File: src/hdl/tvt_pkg.sv
package tvt_pkg;

	// Item commands
	typedef enum logic [1:0] {
		CMD_WRITE = 2'd0,
		CMD_READ  = 2'd1,
		CMD_TICK  = 2'd2,
		CMD_NONE  = 2'd3
	} cmd_t;

	// Envelope phases
	typedef enum logic [1:0] {
		ADSR_ATTACK  = 2'd0,
		ADSR_DECAY   = 2'd1,
		ADSR_SUSTAIN = 2'd2,
		ADSR_RELEASE = 2'd3
	} adsr_t;

	localparam int unsigned NUM_VOICES = 3;
	localparam int unsigned NUM_REGS   = 32;
	localparam int unsigned VOICE_STRIDE = 7;
	localparam int unsigned OFF_CTRL   = 4;

	localparam logic [4:0] ADDR_POT_X   = 5'h19;
	localparam logic [4:0] ADDR_POT_Y   = 5'h1A;
	localparam logic [4:0] ADDR_OSC3    = 5'h1B;
	localparam logic [4:0] ADDR_ENV3    = 5'h1C;
	localparam logic [4:0] ADDR_UNUSED0 = 5'h1D;
	localparam logic [4:0] ADDR_UNUSED1 = 5'h1E;
	localparam logic [4:0] ADDR_UNUSED2 = 5'h1F;

	localparam logic [22:0] NOISE_SEED = 23'h7FFFFF;

	// Control into one envelope unit
	typedef struct packed {
		logic step;
		logic gate_on;
		logic gate_off;
		logic std;
	} env_ctl_t;

	typedef logic [16:0] rate_tab_t [2][16];

	localparam rate_tab_t ATK_TAB = '{
		'{17'd8, 17'd31, 17'd62, 17'd93, 17'd147, 17'd216, 17'd263, 17'd309,
		  17'd386, 17'd966, 17'd1932, 17'd3091, 17'd3864, 17'd11592, 17'd19320, 17'd30911},
		'{17'd8, 17'd32, 17'd64, 17'd97, 17'd153, 17'd224, 17'd273, 17'd321,
		  17'd401, 17'd1003, 17'd2005, 17'd3209, 17'd4011, 17'd12033, 17'd20055, 17'd32087}
	};

	localparam rate_tab_t DEC_TAB = '{
		'{17'd23, 17'd93, 17'd185, 17'd278, 17'd440, 17'd649, 17'd788, 17'd927,
		  17'd1159, 17'd2897, 17'd5794, 17'd9271, 17'd11592, 17'd34775, 17'd57959, 17'd92734},
		'{17'd24, 17'd97, 17'd192, 17'd289, 17'd457, 17'd674, 17'd818, 17'd962,
		  17'd1203, 17'd3007, 17'd6014, 17'd9624, 17'd12033, 17'd36098, 17'd60164, 17'd96262}
	};

	// Address of a voice register
	function automatic logic [4:0] voice_addr(input int v, input int off);
		voice_addr = 5'(VOICE_STRIDE * v + off);
	endfunction

	// Stretch a decay period at low levels (x30 as x32 - x2)
	function automatic logic [21:0] slow_period(input logic [16:0] d, input logic [7:0] lvl);
		logic [21:0] w;
		w = 22'(d);
		if (lvl >= 8'd93)      slow_period = w;
		else if (lvl >= 8'd54) slow_period = w << 1;
		else if (lvl >= 8'd26) slow_period = w << 2;
		else if (lvl >= 8'd14) slow_period = w << 3;
		else if (lvl >= 8'd6)  slow_period = w << 4;
		else                   slow_period = (w << 5) - (w << 1);
	endfunction

endpackage

File: src/hdl/tvt_env.sv
module tvt_env (
	input  logic              clk,
	input  logic              arst_n,
	input  tvt_pkg::env_ctl_t ctl,
	input  logic [7:0]        ad,
	input  logic [7:0]        sr,
	output logic [7:0]        level,
	output logic [7:0]        level_next
);
	import tvt_pkg::*;

	adsr_t       state_q, state_d;
	logic [7:0]  level_q, level_d;
	logic [21:0] count_q, count_d;
	logic [21:0] count_inc;
	logic [21:0] period;
	logic [7:0]  sus;
	logic [7:0]  lvl_step;
	logic        hit;

	assign sus       = 8'({4'd0, sr[7:4]} * 8'd17);
	assign count_inc = count_q + 22'd1;

	// Pick the step period for the current phase
	always_comb begin
		unique case (state_q)
			ADSR_ATTACK: period = 22'(ATK_TAB[ctl.std][ad[7:4]]);
			ADSR_DECAY:  period = slow_period(DEC_TAB[ctl.std][ad[3:0]], level_q);
			ADSR_SUSTAIN: period = '0;
			ADSR_RELEASE: period = slow_period(DEC_TAB[ctl.std][sr[3:0]], level_q);
			default:     period = '0;
		endcase
	end

	assign hit = (count_inc >= period);

	// Next phase, level and count
	always_comb begin
		state_d  = state_q;
		level_d  = level_q;
		count_d  = count_q;
		lvl_step = level_q;
		if (ctl.gate_on) begin
			state_d = ADSR_ATTACK;
			count_d = '0;
		end else if (ctl.gate_off) begin
			state_d = ADSR_RELEASE;
		end else if (ctl.step) begin
			unique case (state_q)
				ADSR_ATTACK: begin
					count_d = hit ? '0 : count_inc;
					if (hit) begin
						lvl_step = (level_q != 8'd255) ? level_q + 8'd1 : level_q;
						level_d  = lvl_step;
						if (lvl_step == 8'd255) state_d = ADSR_DECAY;
					end
				end
				ADSR_DECAY: begin
					count_d = hit ? '0 : count_inc;
					if (hit) begin
						lvl_step = (level_q > sus) ? level_q - 8'd1 : level_q;
						level_d  = lvl_step;
						if (lvl_step <= sus) begin
							level_d = sus;
							state_d = ADSR_SUSTAIN;
						end
					end
				end
				ADSR_SUSTAIN: level_d = sus;
				ADSR_RELEASE: begin
					count_d = hit ? '0 : count_inc;
					if (hit && level_q != 8'd0) level_d = level_q - 8'd1;
				end
				default: state_d = state_q;
			endcase
		end
	end

	// Hold envelope state
	always_ff @(posedge clk or negedge arst_n) begin
		if (!arst_n) begin
			state_q <= ADSR_RELEASE;
			level_q <= '0;
			count_q <= '0;
		end else begin
			state_q <= state_d;
			level_q <= level_d;
			count_q <= count_d;
		end
	end

	assign level      = level_q;
	assign level_next = level_d;

	a_sustain_level: assert property (@(posedge clk) disable iff (!arst_n)
		(state_q == ADSR_SUSTAIN && ctl.step && !ctl.gate_on && !ctl.gate_off)
		|=> level_q == $past(sus))
		else $error("sustain level not applied");

	a_gate_restart: assert property (@(posedge clk) disable iff (!arst_n)
		ctl.gate_on |=> (state_q == ADSR_ATTACK && count_q == '0))
		else $error("gate rise did not restart attack");

	a_release_floor: assert property (@(posedge clk) disable iff (!arst_n)
		(state_q == ADSR_RELEASE && level_q == 8'd0 && !ctl.gate_on) |=> level_q == 8'd0)
		else $error("release went below zero");

endmodule

File: src/hdl/three_voice_tone_envelope_generator_core.sv
// A transfer accepted into the input register waits there while the result side
// stalls; when it fires, its result is written into the output register.
// Throughput: one item per cycle while the result side does not stall; each
// item is done in one pass between the input register and the result register.
// Reset: arst_n clears registers, phases and envelopes, seeds noise to all ones,
// puts every envelope in release and sets wave_enable to 1.
module three_voice_tone_envelope_generator_core (
	input  logic              clk,
	input  logic              arst_n,
	input  logic              item_valid,
	output logic              item_stall,
	input  logic [1:0]        cmd,
	input  logic [4:0]        reg_addr,
	input  logic [7:0]        write_data,
	output logic              result_valid,
	input  logic              result_stall,
	output logic [7:0]        read_data,
	output logic signed [8:0] wave_one,
	output logic signed [8:0] wave_two,
	output logic signed [8:0] wave_three,
	output logic [7:0]        env_one,
	output logic [7:0]        env_two,
	output logic [7:0]        env_three,
	input  logic              cfg_valid,
	output logic              cfg_ready,
	input  logic              cfg_index,
	input  logic              cfg_data
);
	import tvt_pkg::*;

	// Input register
	logic       s1_valid_q;
	cmd_t       cmd_s1;
	logic [4:0] addr_s1;
	logic [7:0] data_s1;
	logic       advance, fire, accept;

	// Architectural state
	logic [7:0]        rf_q     [NUM_REGS];
	logic [23:0]       phase_q  [NUM_VOICES];
	logic [22:0]       noise_q  [NUM_VOICES];
	logic signed [8:0] held_q   [NUM_VOICES];
	logic [7:0]        osc3_q, env3_q;
	logic              std_q, wave_en_q;

	logic [7:0]        rf_d     [NUM_REGS];
	logic [23:0]       phase_d  [NUM_VOICES];
	logic [22:0]       noise_d  [NUM_VOICES];
	logic signed [8:0] held_d   [NUM_VOICES];
	logic [7:0]        osc3_d, env3_d;

	// Output register
	logic              result_valid_q;
	logic [7:0]        read_data_q;
	logic signed [8:0] wave_q   [NUM_VOICES];
	logic [7:0]        env_q    [NUM_VOICES];

	// Per-voice working values
	logic [24:0] ph_sum  [NUM_VOICES];
	logic        wrap    [NUM_VOICES];
	logic [23:0] ph_new  [NUM_VOICES];
	logic [23:0] tri_w   [NUM_VOICES];
	logic [11:0] pw      [NUM_VOICES];
	logic [7:0]  pulse_b [NUM_VOICES];
	logic [22:0] lfsr_n  [NUM_VOICES];
	logic [22:0] noise_v [NUM_VOICES];
	logic [7:0]  wbyte   [NUM_VOICES];
	logic [7:0]  ctrl    [NUM_VOICES];
	logic        is_tick;
	logic [7:0]  rd;

	env_ctl_t    env_ctl   [NUM_VOICES];
	logic [7:0]  env_lvl   [NUM_VOICES];
	logic [7:0]  env_nxt   [NUM_VOICES];

	// Handshake
	assign advance    = !result_valid_q || !result_stall;
	assign fire       = s1_valid_q && advance;
	assign item_stall = s1_valid_q && !advance;
	assign accept     = item_valid && !item_stall;
	assign cfg_ready  = 1'b1;
	assign is_tick    = fire && (cmd_s1 == CMD_TICK);

	// Load the input register
	always_ff @(posedge clk or negedge arst_n) begin
		if (!arst_n) begin
			s1_valid_q <= 1'b0;
		end else if (accept) begin
			s1_valid_q <= 1'b1;
		end else if (advance) begin
			s1_valid_q <= 1'b0;
		end
	end

	always_ff @(posedge clk) begin
		if (accept) begin
			cmd_s1  <= cmd_t'(cmd);
			addr_s1 <= reg_addr;
			data_s1 <= write_data;
		end
	end

	// Configuration registers
	always_ff @(posedge clk or negedge arst_n) begin
		if (!arst_n) begin
			std_q     <= 1'b0;
			wave_en_q <= 1'b1;
		end else if (cfg_valid && cfg_ready) begin
			if (cfg_index == 1'b0) std_q     <= cfg_data;
			else                   wave_en_q <= cfg_data;
		end
	end

	// Advance the oscillators
	always_comb begin
		for (int i = 0; i < NUM_VOICES; i++) begin
			ctrl[i]   = rf_q[voice_addr(i, OFF_CTRL)];
			ph_sum[i] = {1'b0, phase_q[i]} +
				{9'd0, rf_q[voice_addr(i, 1)], rf_q[voice_addr(i, 0)]};
			wrap[i]   = !ctrl[i][3] && ph_sum[i][24];
			ph_new[i] = ctrl[i][3] ? phase_q[i] : ph_sum[i][23:0];
		end
		// hard sync from the previous voice in the ring
		for (int i = 0; i < NUM_VOICES; i++) begin
			if (ctrl[i][1] && wrap[(i + 2) % 3]) ph_new[i] = '0;
		end
	end

	// Form the waves
	always_comb begin
		for (int i = 0; i < NUM_VOICES; i++) begin
			tri_w[i] = ph_new[i];
			if (ctrl[i][2] && ph_new[(i + 2) % 3][23]) tri_w[i][23] = !tri_w[i][23];
			tri_w[i] = tri_w[i][23] ? {1'b0, ~tri_w[i][22:0]} : {1'b0, tri_w[i][22:0]};

			pw[i] = {rf_q[voice_addr(i, 3)][3:0], rf_q[voice_addr(i, 2)]};
			if (pw[i] == 12'd0)            pulse_b[i] = 8'd0;
			else if (pw[i] == 12'hFFF)     pulse_b[i] = 8'hFF;
			else if (ph_new[i] < {pw[i], 12'd0}) pulse_b[i] = 8'hFF;
			else                           pulse_b[i] = 8'd0;

			lfsr_n[i] = {noise_q[i][21:0], noise_q[i][22] ^ noise_q[i][17]};
			if (lfsr_n[i] == '0) lfsr_n[i] = 23'd1;
			noise_v[i] = noise_q[i];
			if (!phase_q[i][19] && ph_new[i][19]) noise_v[i] = lfsr_n[i];

			wbyte[i] = 8'hFF;
			if (ctrl[i][4]) wbyte[i] = wbyte[i] & tri_w[i][22:15];
			if (ctrl[i][5]) wbyte[i] = wbyte[i] & ph_new[i][23:16];
			if (ctrl[i][6]) wbyte[i] = wbyte[i] & pulse_b[i];
			if (ctrl[i][7]) wbyte[i] = wbyte[i] & {noise_v[i][20], noise_v[i][18],
				noise_v[i][14], noise_v[i][11], noise_v[i][9], noise_v[i][5],
				noise_v[i][2], noise_v[i][0]};
		end
	end

	// Next state for the item in the input register
	always_comb begin
		rf_d    = rf_q;
		phase_d = phase_q;
		noise_d = noise_q;
		held_d  = held_q;
		osc3_d  = osc3_q;
		env3_d  = env3_q;
		rd      = 8'd0;
		for (int i = 0; i < NUM_VOICES; i++) begin
			env_ctl[i].step     = is_tick;
			env_ctl[i].gate_on  = 1'b0;
			env_ctl[i].gate_off = 1'b0;
			env_ctl[i].std      = std_q;
		end
		if (fire) begin
			unique case (cmd_s1)
				CMD_WRITE: begin
					rf_d[addr_s1] = data_s1;
					for (int i = 0; i < NUM_VOICES; i++) begin
						if (addr_s1 == voice_addr(i, OFF_CTRL)) begin
							if (data_s1[3]) begin
								phase_d[i] = '0;
								held_d[i]  = '0;
							end
							env_ctl[i].gate_on  = !ctrl[i][0] && data_s1[0];
							env_ctl[i].gate_off = ctrl[i][0] && !data_s1[0];
						end
					end
				end
				CMD_READ: begin
					unique case (addr_s1)
						ADDR_POT_X, ADDR_POT_Y: rd = 8'hFF;
						ADDR_OSC3: rd = osc3_q;
						ADDR_ENV3: rd = env3_q;
						ADDR_UNUSED0, ADDR_UNUSED1, ADDR_UNUSED2: rd = 8'd0;
						default: rd = rf_q[addr_s1];
					endcase
				end
				CMD_TICK: begin
					for (int i = 0; i < NUM_VOICES; i++) begin
						phase_d[i] = ph_new[i];
						if (wave_en_q) begin
							if (ctrl[i][3] || ctrl[i][7:4] == 4'd0) begin
								held_d[i] = '0;
							end else begin
								held_d[i] = $signed({wbyte[i], 1'b1} ^ 9'h100);
								if (ctrl[i][7]) noise_d[i] = noise_v[i];
							end
						end
					end
					osc3_d = ph_new[2][23:16];
					env3_d = env_nxt[2];
				end
				CMD_NONE: rd = 8'd0;
				default:  rd = 8'd0;
			endcase
		end
	end

	// Envelope units
	for (genvar g = 0; g < NUM_VOICES; g++) begin : g_env
		tvt_env u_env (
			.clk        (clk),
			.arst_n     (arst_n),
			.ctl        (env_ctl[g]),
			.ad         (rf_q[voice_addr(g, 5)]),
			.sr         (rf_q[voice_addr(g, 6)]),
			.level      (env_lvl[g]),
			.level_next (env_nxt[g])
		);
	end

	// Hold architectural state
	always_ff @(posedge clk or negedge arst_n) begin
		if (!arst_n) begin
			for (int r = 0; r < NUM_REGS; r++) rf_q[r] <= '0;
			for (int i = 0; i < NUM_VOICES; i++) begin
				phase_q[i] <= '0;
				noise_q[i] <= NOISE_SEED;
				held_q[i]  <= '0;
			end
			osc3_q <= '0;
			env3_q <= '0;
		end else begin
			rf_q    <= rf_d;
			phase_q <= phase_d;
			noise_q <= noise_d;
			held_q  <= held_d;
			osc3_q  <= osc3_d;
			env3_q  <= env3_d;
		end
	end

	// Result register
	always_ff @(posedge clk or negedge arst_n) begin
		if (!arst_n) begin
			result_valid_q <= 1'b0;
		end else if (fire) begin
			result_valid_q <= 1'b1;
		end else if (!result_stall) begin
			result_valid_q <= 1'b0;
		end
	end

	always_ff @(posedge clk) begin
		if (fire) begin
			read_data_q <= rd;
			for (int i = 0; i < NUM_VOICES; i++) begin
				wave_q[i] <= held_d[i];
				env_q[i]  <= env_nxt[i];
			end
		end
	end

	assign result_valid = result_valid_q;
	assign read_data    = read_data_q;
	assign wave_one     = wave_q[0];
	assign wave_two     = wave_q[1];
	assign wave_three   = wave_q[2];
	assign env_one      = env_q[0];
	assign env_two      = env_q[1];
	assign env_three    = env_q[2];

	a_stage_held: assert property (@(posedge clk) disable iff (!arst_n)
		(s1_valid_q && !advance) |=> (s1_valid_q && $stable(cmd_s1) && $stable(addr_s1)))
		else $error("input stage lost a waiting item");

	a_stall_only_full: assert property (@(posedge clk) disable iff (!arst_n)
		item_stall |-> (s1_valid_q && result_valid_q))
		else $error("stall raised with free space");

	a_read_zero: assert property (@(posedge clk) disable iff (!arst_n)
		(fire && cmd_s1 != CMD_READ) |=> read_data_q == 8'd0)
		else $error("read data not zero for a non-read item");

	a_env_match: assert property (@(posedge clk) disable iff (!arst_n)
		fire |=> env_q[0] == env_lvl[0])
		else $error("envelope output does not match state");

endmodule

File: config.mk
export PLATFORM = sky130hd
export DESIGN_NAME = three_voice_tone_envelope_generator_core
export DESIGN_NICKNAME = d
export VERILOG_FILES = /design/src/hdl/tvt_pkg.sv /design/src/hdl/tvt_env.sv /design/src/hdl/three_voice_tone_envelope_generator_core.sv
export SDC_FILE = /design/constraint.sdc
export NUM_CORES = 2
export LEC_CHECK = 0
export ABC_AREA = 1
export BUFFER_PORTS_ARGS = -buffer_cell sky130_fd_sc_hd__buf_2
export CORE_AREA = 2 2 308 310
export CTS_CLUSTER_SIZE = 10
export DETAILED_ROUTE_END_ITERATION = 10
export DIE_AREA = 0 0 310 312
export GPL_TIMING_DRIVEN = 0
export PLACE_DENSITY = 0.87
export SLEW_MARGIN = 10
export SYNTH_ARGS = -nofsm -noshare
export SYNTH_HDL_FRONTEND = slang
export SYNTH_HIERARCHICAL = 1
export SYNTH_SLANG_ARGS = --single-unit
File: constraint.sdc
create_clock -name clk -period 8.08 [get_ports clk]
set_clock_uncertainty 0.1 [all_clocks]
set_input_delay 0 -clock clk [delete_from_list [all_inputs] [get_ports clk]]
set_output_delay 0 -clock clk [all_outputs]
set_load 0.1 [all_outputs]
### After elaboration in Yosys (flattened, before gate mapping)

Memory sizes are Yosys's and may differ from the RTL's.
Index checks and enable logic that the tools add are counted.

* register bits: 563
* memory bits (writable): 51
* input port bits: 22
* output and inout port bits: 62
* word-level logic and storage cells: 524
* memories kept: 2

Memory list
* wave_q: depth 3, width 9, read ports 3, clocked after memory_dff 0, write ports 3, line three_voice_tone_envelope_generator_core.sv:55 `logic signed [8:0] wave_q [NUM_VOICES];`
* env_q: depth 3, width 8, read ports 3, clocked after memory_dff 0, write ports 3, line three_voice_tone_envelope_generator_core.sv:56 `logic [7:0] env_q [NUM_VOICES];`

* add/subtract/negate cells: 18
* multipliers: 3
* magnitude comparators: 39
* equal/unequal tests: 50
* multiplexer cells: 215
* bitwise operators: 33
* reductions and logical operators: 101

Operator list (number)
* 272-bit 2-to-1 mux: 4
* 22-bit 2-to-1 mux: 45
* 17-bit binary-select mux with 4-bit select: 9
* 8-bit 2-to-1 mux: 51
* 17-bit 2-to-1 mux: 18
* 22-bit one-hot mux with 4 select lines: 3
* 259-bit 2-to-1 mux: 1
* 256-bit bitwise mux: 1
* 244-bit 2-to-1 mux: 1
* 24-bit 2-to-1 mux: 10
* 72-bit one-hot mux with 2 select lines: 1
* 23-bit 2-to-1 mux: 6
* 22-bit by 18-bit subtractor with 22-bit output: 6
* 8-bit one-hot mux with 4 select lines: 4
* 9-bit 2-to-1 mux: 12
* 24-bit by 16-bit adder with 25-bit output: 3
* 8-bit AND: 9
* 24-bit less-than comparator: 3
* 23-bit zero test: 3
* 23-bit NOT: 3
* 22-bit by 1-bit adder with 22-bit output (second input constant): 3
* 22-bit >= comparator: 3
* 21-bit 2-to-1 mux: 3
* 2-bit 2-to-1 mux: 30
* 53 further kinds: 227

### Logic depth before layout (Yosys ltp)

* word-level depth: 21
* mapped depth: 46
* depth with buffers taken out: 44

### Cells and area by module

The synthesis kept the hierarchy.

Modules (own cells, without submodules)
* three_voice_tone_envelope_generator_core: times used 1, cells each 3101, area each 25574.5 um2, seq. area each 12619.6 um2
* tvt_env (g_env[0].u_env): times used 1, cells each 1831, area each 10313.6 um2, seq. area each 803.3 um2
* tvt_env (g_env[1].u_env): times used 1, cells each 1849, area each 10122.2 um2, seq. area each 803.3 um2
* tvt_env (g_env[2].u_env): times used 1, cells each 1831, area each 9750.6 um2, seq. area each 803.3 um2

### Least setup slack after synthesis

OpenSTA, ideal clock, no wires.

* kind: register to register
* start: register result_valid_q, in the netlist result_valid
* end: register g_env[0].u_env.count_q[18]
* library setup time: 83 ps
* arrival time: 6134 ps
* data required time: 7897 ps
* setup slack: 1763 ps
* cell stages (with the launch flop): 13
* path buffers: 3
* period minus slack after synthesis: 6317 ps
* cells stage by stage: dfrtp_1 -> nand2_1 -> inv_1 -> nor2_1 -> inv_1 -> nor2_2 -> buf_1 -> or3b_2 -> clkbuf_1 -> nor2_1 -> nand2_1 -> buf_2 -> o22ai_1

RTL lines
* from (decl): line three_voice_tone_envelope_generator_core.sv:53 `logic result_valid_q;`
* from (signal assigned): line three_voice_tone_envelope_generator_core.sv:254 `result_valid_q <= 1'b0;`
* from (signal assigned): line three_voice_tone_envelope_generator_core.sv:256 `result_valid_q <= 1'b1;`
* from (signal assigned): line three_voice_tone_envelope_generator_core.sv:258 `result_valid_q <= 1'b0;`
* to (signal assigned): line tvt_env.sv:88 `count_q <= count_d;`
* to (decl): line tvt_env.sv:14 `logic [21:0] count_q, count_d;`

==> flow_metrics.tcl <==
set metrics [dict create \
    syn_avg_cell_area_um2 6.47 \
    port_buffers 82 \
    dp.cells 9956 \
    finalCritPeriodShare_pct 94.6 \
    p_per_area_mw_per_mm2 343 \
    synth-edff-count 74 \
    wl_um 211000 \
    grt_setup_unrepaired "no" \
    first_pass_iters 9 \
    slowest_stage "dfrtp_4" \
    design.die.area_mm2 0.0967 \
    worstSkewPairLatency_ps 660 \
    cts.sinks 582 \
    drt_iter0_drc 9232 \
    syn_to_final_growth_pct 8.76 \
    drc 0 \
    drt-wirelength-per-cell_um 20.8 \
    synthCells 8612 \
    place_area_mm2 0.0580 \
    seq_area_frac_synth_pct 27.0 \
    cp_slowest_stage_delay_ps 620 \
    fillerInstances 8585 \
    pin_count 84 \
    ys.flop_type "dfrtp_1" \
    path_buf_inv 9 \
    multi_input_area_mm2 0.0353 \
    start_util_pct 59.9 \
    cts.htree.levels 3 \
    hold_viol 0 \
    finalSetupViolCount 0 \
    num_vias 63300 \
    numCtsBuffers 72 \
    final_cell_area_mm2 0.0606 \
    layout_commonest_cell "nand2_1" \
    yosysWarnings 6 \
    seqCellArea_mm2 0.0150 \
    r2r_end "env3_q[0]" \
    final.setup.tns_ps 0 \
    cp.depth 44 \
    finalCriticalPeriod_ps 7650 \
    critical_path.startpoint_type "flop" \
    routed_via_density 6.25 \
    slew_viol_final 0 \
    detailed_place_hpwl_um 158000 \
    fin_util_pct 65.2 \
    fin_ws_ps 433 \
    synth-seq-cells 582 \
    worstMarginPinSlew_ps 1250 \
    async_reset_ff_share_pct 87.3 \
    finish.net_count 9225 \
    critical_path.endpoint "env3_q[0]" \
    syn-num-nets 9016 \
    ant_nets 0 \
    critPathTopFamily "simple AND/OR/NAND/NOR gates" \
    r2r_slack_ps 430 \
    required_ps 8560 \
    die_y_um 312 \
    endpoint_kind "flop" \
    cap_violations 0 \
    r2r_cells 44 \
    grt_use_total_pct 42.5 \
    crit_top_cell "nand2_1" \
    hold_class "input port to flop" \
    cp-startpoint "std_q" \
    ys_types 84 \
    clockRootBuffer "clkbuf_16" \
    outcome "completed" \
    crit_arrival_ps 8130 \
    relSlewSlack_pct 15.9 \
    grt_pass1_wl_um 326000 \
    ir_drop_mv 0.369 \
    layout.cells.non_filler 10100 \
    postCtsSetupBuffers 0 \
    clock_path_buffers 3 \
    grt_max_degree 109 \
    mostFrequentLayoutCells "nand2_1 (2610), inv_1 (896), o21ai_0 (716), nand3_1 (633), a21oi_1 (589)" \
    place_congestion 1.12 \
    clkTransAtPathRegs_ps 60 \
    fmax_ghz 0.131 \
    path_class "flop to flop" \
    crit_fanout 24 \
    grt_overflow_total 0 \
    grt_pass1_vias 58300 \
    num_rows 112 \
    layout-drive-gt1-share_pct 8.70 \
    reg2reg_from "std_q" \
    cts_tree "yes" \
    antenna_found_initial 10 \
    pre_cts_ws_ps -114 \
    synthesis.area_mm2 0.0558 \
    leakage_nw 29.8 \
    core_area_mm2 0.0930 \
    dieWidth_um 310 \
]
[area by class of cell]
type                            instances  share of cell area [%]
Clock inverter                         10                   0.262
Timing Repair Buffer                  135                    1.78
Multi-Input combinational cell       6677                    58.2
Antenna cell                            3                  0.0124
Clock buffer                          104                    3.34
Sequential cell                       582                    24.8
Tap cell                             1254                    2.59
Inverter                             1007                    6.27
Buffer                                346                    2.76
[kinds of logic after synthesis]
| family | count (synthesis) | share of synthesized area (%) |
|---|---|---|
| other | 1 | 0.00673 |
| AND/OR/NAND/NOR | 4297 | 33.6 |
| flip-flops | 582 | 27.0 |
| XOR/XNOR | 132 | 2.12 |
| buffers and inverters | 1353 | 9.81 |
| adder cells (fa/ha/maj) | 382 | 8.61 |
| AO/OA/AOI/OAI | 1864 | 18.9 |
| multiplexers | 1 | 0.0180 |
[repair_timing]
item                       CTS  global route
pin swaps                    0             0
hold buffers                44             0
setup endpoints to repair    4            34
cloned                       0             0
gates resized for setup      1            12
hold endpoints to repair   153             0
[synth_stat cells (all sizes together) (3+ instances only)]
cell	number	share of area, %
buf	120	1.5
a21oi	598	5.4
nor2	569	4.3
edfxtp	74	4.0
xnor2	24	0.38
a21boi	10	0.13
o2111ai	11	0.17
o21a	14	0.19
a21o	11	0.15
a22o	4	0.063
or2	18	0.20
nor4	55	0.63
nand2	2765	20
a211oi	28	0.38
xor2	108	1.7
clkbuf	226	1.5
o21ai	788	7.1
dfrtp	432	19
inv	976	6.6
nor3b	6	0.090
a32o	7	0.13
and3	4	0.045
a41oi	6	0.11
nand3b	10	0.13
nand4	87	1.0
o31ai	7	0.094
o221ai	15	0.24
ha	379	8.5
clkinv	31	0.22
dfstp	76	3.6
a2111oi	8	0.13
nor3	99	0.99
nand3	681	6.6
o22ai	117	1.3
a31oi	33	0.37
o21bai	13	0.18
o32ai	7	0.11
fa	3	0.11
o221a	3	0.061
o211ai	68	0.92
a221oi	20	0.31
a22oi	88	1.2
[routing by layer]
| layer | track usage [%] | vias up | part of all wire (%) |
|---|---|---|---|
| li1 | - | 29100 | - |
| met4 | 22.3 | 12 | 6.3 |
| met2 | 63.9 | 4297 | 42 |
| met3 | 11.4 | 844 | 13 |
| met1 | 55.8 | 29000 | 39 |
| met5 | 0 | - | 0.035 |
[report_power, final]
group / switching [W] / internal [W]
registers: 0.000515 / 0.00353
logic: 0.00961 / 0.00406
clock network: 0.00134 / 0.00177
total: 0.0115 / 0.00935
[registers in the layout (all words and copies together), names as in the netlist]
name and count:
data_s1 8, env3_q 8, osc3_q 8, std_q 1, wave_en_q 1, s1_valid_q 1
ctrl 24, env_q 24, cmd_s1 2, addr_s1 5, held_q 27, pw 36
noise_q 69, phase_q 72, read_data 8, wave_q 27, rf_q 164, result_valid 1
g_env.u_env/count_q 66, g_env.u_env/level 24, g_env.u_env/state_q 6
[worst min-delay path: stages]
cell and delay [ps]:
dlygate4sd3_1 530, buf_2 110, nand2_1 110, nand2_1 90
[through the flow]
| step | power, W | hold WS [ps] |
|---|---|---|
| floorplan | 0.0134 | -396 |
| global placement | 0.0168 | 78.4 |
| detailed placement | 0.0171 | -133 |
| CTS | 0.0202 | 35.1 |
| global route | 0.0223 | 120 |
| finish | 0.0208 | 112 |
[worst min path at each step]
stage / start / endpoint / slack [ps] / depth (start not counted)
after floorplan: arst_n / ctrl[0] / -400 / 0
after global placement: write_data[7] / data_s1[7] / 80 / 1
after detailed placement: arst_n / g_env[2].u_env/count_q[13] / -130 / 1
after CTS: cfg_data / wave_en_q / 40 / 4
after global routing: result_stall / result_valid / 120 / 4
final: result_stall / result_valid / 110 / 4
Power figures use the tool's default switching activity.
